$ cat src/rtl/tbt_pkg.sv
// Shared constants, control word types and microcode for the tangent/bitangent block.
`timescale 1ns / 1ps

package tbt_pkg;

    localparam int DATA_W        = 32;
    localparam int PROD_W        = 64;
    localparam int FRAC_BITS_DEF = 16;
    localparam int AXES          = 3;
    localparam int COPIES        = 3;

    typedef enum logic [2:0] {
        OPND_DU1,
        OPND_DV1,
        OPND_DU2,
        OPND_DV2,
        OPND_D1J,
        OPND_D2J
    } opnd_t;

    typedef enum logic [1:0] {
        ACC_HOLD,
        ACC_LOAD,
        ACC_SUB
    } acc_op_t;

    typedef enum logic [1:0] {
        WR_NONE,
        WR_TAN,
        WR_BIT
    } wr_t;

    typedef enum logic [2:0] {
        C_NEVER,
        C_ALWAYS,
        C_ACC_ZERO,
        C_DIV_BUSY,
        C_J_MORE,
        C_OUT_BUSY
    } cond_t;

    typedef enum logic [4:0] {
        U_HALT,
        U_DET_A,
        U_DET_B,
        U_DET_SUB,
        U_DET_CHK,
        U_TN_A,
        U_TN_B,
        U_TN_SUB,
        U_TN_DIV,
        U_TN_WAIT,
        U_BN_A,
        U_BN_B,
        U_BN_SUB,
        U_BN_DIV,
        U_BN_WAIT,
        U_NEXT,
        U_PUB,
        U_END
    } upc_t;

    typedef struct packed {
        opnd_t   mul_a;
        opnd_t   mul_b;
        acc_op_t acc;
        logic    det_ld;
        logic    j_clr;
        logic    j_inc;
        logic    div_go;
        wr_t     wr;
        logic    pub;
        cond_t   cond;
        upc_t    target;
    } uop_t;

    // Control store. Write-back and publish fire on the cycle the step falls through.
    function automatic uop_t ucode(upc_t pc);
        uop_t u;
        u.mul_a  = OPND_DU1;
        u.mul_b  = OPND_DV2;
        u.acc    = ACC_HOLD;
        u.det_ld = 1'b0;
        u.j_clr  = 1'b0;
        u.j_inc  = 1'b0;
        u.div_go = 1'b0;
        u.wr     = WR_NONE;
        u.pub    = 1'b0;
        u.cond   = C_NEVER;
        u.target = U_HALT;
        unique case (pc)
            U_HALT:
            begin
                u.cond = C_ALWAYS;
            end
            U_DET_A:
            begin
                u.mul_a = OPND_DU1;
                u.mul_b = OPND_DV2;
            end
            U_DET_B:
            begin
                u.mul_a = OPND_DV1;
                u.mul_b = OPND_DU2;
                u.acc   = ACC_LOAD;
            end
            U_DET_SUB:
            begin
                u.acc = ACC_SUB;
            end
            U_DET_CHK:
            begin
                u.det_ld = 1'b1;
                u.j_clr  = 1'b1;
                u.cond   = C_ACC_ZERO;
                u.target = U_PUB;
            end
            U_TN_A:
            begin
                u.mul_a = OPND_D1J;
                u.mul_b = OPND_DV2;
            end
            U_TN_B:
            begin
                u.mul_a = OPND_D2J;
                u.mul_b = OPND_DV1;
                u.acc   = ACC_LOAD;
            end
            U_TN_SUB:
            begin
                u.acc = ACC_SUB;
            end
            U_TN_DIV:
            begin
                u.div_go = 1'b1;
            end
            U_TN_WAIT:
            begin
                u.wr     = WR_TAN;
                u.cond   = C_DIV_BUSY;
                u.target = U_TN_WAIT;
            end
            U_BN_A:
            begin
                u.mul_a = OPND_D2J;
                u.mul_b = OPND_DU1;
            end
            U_BN_B:
            begin
                u.mul_a = OPND_D1J;
                u.mul_b = OPND_DU2;
                u.acc   = ACC_LOAD;
            end
            U_BN_SUB:
            begin
                u.acc = ACC_SUB;
            end
            U_BN_DIV:
            begin
                u.div_go = 1'b1;
            end
            U_BN_WAIT:
            begin
                u.wr     = WR_BIT;
                u.cond   = C_DIV_BUSY;
                u.target = U_BN_WAIT;
            end
            U_NEXT:
            begin
                u.j_inc  = 1'b1;
                u.cond   = C_J_MORE;
                u.target = U_TN_A;
            end
            U_PUB:
            begin
                u.pub    = 1'b1;
                u.cond   = C_OUT_BUSY;
                u.target = U_PUB;
            end
            U_END:
            begin
                u.cond = C_ALWAYS;
            end
            default:
            begin
                u.cond = C_ALWAYS;
            end
        endcase
        return u;
    endfunction

endpackage

$ cat src/rtl/tbt_div.sv
// Radix-2 restoring divider: num * 2^FRAC_BITS / den, rounded half away, saturated to 32 bits.
`timescale 1ns / 1ps

module tbt_div #(
    parameter int FRAC_BITS = tbt_pkg::FRAC_BITS_DEF
) (
    input  logic                              clk,
    input  logic                              rst_n,
    input  logic                              start,
    input  logic signed [tbt_pkg::PROD_W-1:0] num,
    input  logic signed [tbt_pkg::PROD_W-1:0] den,
    output logic                              busy,
    output logic signed [tbt_pkg::DATA_W-1:0] quot
);
    import tbt_pkg::*;

    // Quotient bits kept: anything at or above 2^31 saturates, one guard bit beyond that.
    localparam int QB  = DATA_W + 1;
    localparam int CW  = $clog2(QB + 1);
    localparam int HSH = QB - FRAC_BITS;
    localparam int NW  = PROD_W + FRAC_BITS;

    typedef enum logic [1:0] {
        S_IDLE,
        S_RUN,
        S_FIN
    } st_t;

    st_t                      st_reg;
    logic [CW-1:0]            cnt_reg;
    logic [PROD_W-1:0]        rem_reg;
    logic [PROD_W-1:0]        den_reg;
    logic [QB-1:0]            lo_reg;
    logic [QB-1:0]            q_reg;
    logic                     neg_reg;
    logic                     ovf_reg;
    logic signed [DATA_W-1:0] quot_reg;

    logic [PROD_W-1:0] n_mag;
    logic [PROD_W-1:0] d_mag;
    logic [NW-1:0]     n_ext;
    logic [PROD_W-1:0] n_hi;
    logic [PROD_W:0]   rem_s;
    logic [PROD_W:0]   rem_sub;
    logic              ge;
    logic              rnd;
    logic [QB:0]       qr;
    logic              sat;

    always_comb
    begin
        n_mag   = num[PROD_W-1] ? (~num + 1'b1) : num;
        d_mag   = den[PROD_W-1] ? (~den + 1'b1) : den;
        n_ext   = {n_mag, {FRAC_BITS{1'b0}}};
        n_hi    = n_mag >> HSH;
        rem_s   = {rem_reg, lo_reg[QB-1]};
        rem_sub = rem_s - {1'b0, den_reg};
        ge      = rem_s >= {1'b0, den_reg};
        rnd     = {rem_reg, 1'b0} >= {1'b0, den_reg};
        qr      = {1'b0, q_reg} + (QB+1)'(rnd);
        sat     = ovf_reg | (qr[QB:DATA_W-1] != '0);
    end

    always_ff @(posedge clk or negedge rst_n)
    begin
        if (!rst_n)
        begin
            st_reg  <= S_IDLE;
            cnt_reg <= '0;
        end
        else
        begin
            unique case (st_reg)
                S_IDLE:
                begin
                    if (start)
                    begin
                        st_reg  <= S_RUN;
                        cnt_reg <= CW'(QB);
                        rem_reg <= n_hi;
                        den_reg <= d_mag;
                        lo_reg  <= n_ext[QB-1:0];
                        q_reg   <= '0;
                        neg_reg <= num[PROD_W-1] ^ den[PROD_W-1];
                        // quotient would need more than QB bits
                        ovf_reg <= n_hi >= d_mag;
                    end
                end
                S_RUN:
                begin
                    rem_reg <= ge ? rem_sub[PROD_W-1:0] : rem_s[PROD_W-1:0];
                    q_reg   <= {q_reg[QB-2:0], ge};
                    lo_reg  <= {lo_reg[QB-2:0], 1'b0};
                    cnt_reg <= cnt_reg - 1'b1;
                    if (cnt_reg == CW'(1))
                    begin
                        st_reg <= S_FIN;
                    end
                end
                S_FIN:
                begin
                    if (sat)
                    begin
                        quot_reg <= neg_reg ? {1'b1, {(DATA_W-1){1'b0}}}
                                            : {1'b0, {(DATA_W-1){1'b1}}};
                    end
                    else
                    begin
                        quot_reg <= neg_reg ? -$signed(qr[DATA_W-1:0])
                                            : $signed(qr[DATA_W-1:0]);
                    end
                    st_reg <= S_IDLE;
                end
                default:
                begin
                    st_reg <= S_IDLE;
                end
            endcase
        end
    end

    assign busy = st_reg != S_IDLE;
    assign quot = quot_reg;

endmodule
$ cat config.mk
export PLATFORM = sky130hd
export DESIGN_NAME = tbt_div
export DESIGN_NICKNAME = d
export VERILOG_FILES = /design/src/rtl/tbt_pkg.sv /design/src/rtl/tbt_div.sv
export SDC_FILE = /design/constraint.sdc
export NUM_CORES = 1
export LEC_CHECK = 0
export ABC_AREA = 1
export BUFFER_PORTS_ARGS = -buffer_cell sky130_fd_sc_hd__buf_2
export CAP_MARGIN = 20
export CORE_ASPECT_RATIO = 0.9
export CORE_MARGIN = 5
export CORE_UTILIZATION = 35
export DETAILED_ROUTE_END_ITERATION = 10
export GPL_TIMING_DRIVEN = 0
export PLACE_DENSITY_LB_ADDON = 0.05
export SLEW_MARGIN = 20
export SYNTH_ARGS = -nofsm -noshare
export SYNTH_HDL_FRONTEND = slang
export SYNTH_SLANG_ARGS = --single-unit
$ cat constraint.sdc
create_clock -name clk -period 5.77 [get_ports clk]
set_clock_uncertainty 0.05 [all_clocks]
set_input_delay 1.4425 -clock clk [delete_from_list [all_inputs] [get_ports clk]]
set_output_delay 1.4425 -clock clk [all_outputs]
set_load 0.03 [all_outputs]
==> impl_metrics.py <==
metrics = {
    "clock_tree": {
        "clk_pin_slew_ns": 0.06,
        "cts_max_path_buffers": 3,
        "clkLatencyLatePin_ns": 0.59,
        "cts_setup_buffers": 0,
        "root_buffer": "clkbuf_16",
        "h-tree-depth": 1,
        "numCtsBuffers": 28,
        "cts_tree": "built",
        "clkSinkCount": 220,
    },
    "pwr": {
        "powerDensity_nw_per_um2": 438,
        "p_switching_mw": 5.45,
        "power_frac_seq": 0.255,
        "ir_drop_mv": 0.269,
        "p_int_mw": 5.43,
        "p_comb_frac": 0.590,
        "swShare": 0.501,
        "p_clk_frac": 0.156,
        "leakage_nw": 11.8,
    },
    "worst_setup_path": {
        "cp.arrival_ns": 5.58,
        "cpMostUsedCell": "nand2_1",
        "slowest_stage": "ha_1",
        "crit_type": "flop to flop",
        "timing.rr.end": "quot[25]$_DFFE_PP_",
        "worstSetupEndpointType": "flop",
        "reg2reg_depth": 29,
        "worstPathRequired_ns": 6.06,
        "slowest_delay_ns": 0.52,
        "r2r_slack_ns": 0.47,
        "worstSetupStartpointType": "flop",
        "rr_startpoint": "rem_reg[40]$_DFFE_PP_",
        "cp_max_fo": 10,
    },
    "route": {
        "drt_iter0_drc": 1564,
        "drt_first_pass_iters": 7,
        "num_vias": 22555,
        "antenna_left": 0,
        "routed_wl_mm": 88.8,
        "wl_per_cell_um": 19.9,
        "drc_errors": 0,
        "via_per_inst": 5.06,
    },
    "floorplan": {
        "die-area_um2": 67700,
        "ioPinCount": 164,
        "die_h_um": 247,
        "chipWidth_um": 274,
        "core-area_um2": 62300,
        "fp-row-count": 87,
        "initial_utilization": 0.352,
    },
    "timing": {
        "setup_ws_ns": 0.475,
        "fin_tns_setup_ns": 0,
        "hold_violations": 0,
        "rsz0062_at_grt": "no",
        "tightest_slew_ns": 1.08,
        "slew_headroom": 0.279,
        "fmax_ghz": 0.189,
        "slew_violations": 0,
        "finalCritPeriodShare": 0.918,
        "min_period_ns": 5.30,
        "setup_violations": 0,
    },
    "synthesis": {
        "yosysSeqAreaShare": 0.300,
        "synth_edf_count": 212,
        "synth_cells": 3387,
        "avgSynthCellArea_um2": 6.46,
        "syn-num-nets": 3637,
        "syn_area_um2": 21900,
        "async_flop_share": 0.0364,
        "yosys_register_bits": 220,
        "yosys_warnings": 0,
        "ys.flop_type": "edfxtp_1",
        "yosys.cell_types.count": 50,
    },
    "run_status": {
        "status": "completed",
    },
    "finish": {
        "syn_to_final_growth_pct": 13.6,
        "seq_area_um2": 6570,
        "drive_gt1_frac": 0.0814,
        "fin_nets": 3838,
        "design_area_um2": 24900,
        "multiInputGateArea_um2": 13000,
        "fillCellCount": 6912,
        "antenna_cells": 0,
    },
    "grt": {
        "grt.total_usage": 0.257,
        "grt_use_met3": 0.0419,
        "top_usage_layer": "met2",
        "grt_max_degree": 30,
        "antenna_found_initial": 2,
        "grt.met1_usage": 0.345,
        "use_met2": 0.418,
        "grt_first_pass_wirelength_mm": 132,
        "grt_overflow": 0,
        "grt_pass1_vias": 22094,
    },
    "worst_hold_path": {
        "hold_class": "flop to flop",
        "hold_depth": 1,
        "hold_end": "cnt_reg[4]$_DFFE_PN0P_",
        "holdCritStartpoint": "cnt_reg[4]$_DFFE_PN0P_",
    },
    "place": {
        "place_area_um2": 24000,
        "place_congestion": 0.990,
        "hpwl_mm": 77.0,
        "io_buffers": 162,
        "dpl_worst_slack_ns": -0.0583,
    },
    "run": {
        "maxCapViolCount": 0,
    },
}
how the worst max path moves through the flow:
stage                                     start                        end  slack, ns  cells after the start
after global routing      rem_reg[44]$_DFFE_PP_         quot[26]$_DFFE_PP_       0.02                     26
after CTS                 rem_reg[43]$_DFFE_PP_         quot[26]$_DFFE_PP_       0.15                     25
after detailed placement  rem_reg[39]$_DFFE_PP_         quot[26]$_DFFE_PP_      -0.06                     26
after global placement                    start  rem_reg[48]$_SDFFCE_PN0P_      -1.34                      5
final                     rem_reg[40]$_DFFE_PP_         quot[25]$_DFFE_PP_       0.47                     29
after floorplan                           start   lo_reg[16]$_SDFFCE_PP0P_       0.64                      4
final cells by class:
class	count	share of cell area
Multi-Input combinational cell	2551	0.523
Sequential cell	220	0.264
Inverter	548	0.0827
Tap cell	845	0.0425
Timing Repair Buffer	172	0.0401
Clock buffer	39	0.0311
Buffer	67	0.0127
Clock inverter	13	0.00418
logic make-up (layout without fill, tap and decap cells):
| group | count (synthesis) | after routing | share of synthesized area |
|---|---|---|---|
| simple gates | 1918 | 1918 | 0.373 |
| compound gates | 355 | 355 | 0.0866 |
| fa+ha+maj | 119 | 119 | 0.0684 |
| xor+xnor | 159 | 159 | 0.0640 |
| buf+inv | 616 | 839 | 0.108 |
| flops | 220 | 220 | 0.300 |
metal layers:
metal / part of all wire / vias up
li1: - / 11329
met1: 0.45 / 10370
met2: 0.44 / 712
met3: 0.064 / 144
met4: 0.041 / 0
met5: 0 / -
stage by stage:
step	total power, mW	hold WS [ns]	instances	util
after detailed placement	9.12	0.438	4404	0.385
after floorplan	6.94	0.408	3387	-
after global routing	11.8	0.467	4455	0.399
final	10.9	0.451	4455	0.399
after CTS	10.9	0.448	4456	0.399
after global placement	9.07	0.429	4394	0.382
power by group through the flow:
stage | Sequential (mW) | Combinational, mW | Clock, mW
after global routing | 2.82 | 7.14 | 1.80
after global placement | 2.83 | 6.24 | 0
final | 2.77 | 6.41 | 1.69
after detailed placement | 2.79 | 6.33 | 0
after CTS | 2.77 | 6.37 | 1.73
after floorplan | 2.71 | 4.23 | 0
layout by cell type (no fill, tap or decap), types with 118 or more instances in the layout:
cell and instances:
o21ai_0 155, buf_2 176, a21oi_1 141, nor2_1 504, edfxtp_1 212, inv_1 545, nand2_1 943, ha_1 118
xor2_1 119, nand3_1 230
critical path, delay by kind of cell, from the launching register on:
family	cells	cell delay, ns
AOI/OAI and AO/OA	1	0.20
adders and majority gates	3	1.05
and+or+nand+nor	20	2.56
buffers and inverters	5	0.79
DFF	1	0.39
what timing repair did:
item                                    in CTS  in global routing
endpoints found under the setup margin       3                 17
hold buffers                                 0                  0
gates cloned                                 0                  0
endpoints found under the hold margin        0                  0
gates resized for setup                      1                  7
Yosys cell counts (all sizes together) (2+ instances only):
cell type	count	area (um2)
xnor2	39	342
a21oi	144	728
a21boi	5	37.5
or2	7	43.8
xor2	120	1060
nand2	955	3620
buf	33	183
nor4	11	68.8
nand3b	24	180
a31oi	12	75.1
a21o	7	52.6
dfrtp	8	200
ha	118	1480
edfxtp	212	6370
o21a	5	37.5
o31ai	3	22.5
inv	548	2060
o211ai	7	52.6
nor3	42	226
nor2	527	2080
o21bai	7	52.6
nor3b	2	15.0
and2	5	31.3
nand3	234	1190
nand4	109	688
o21ai	162	815
clkbuf	35	133
(Power assumes the default switching activity.)
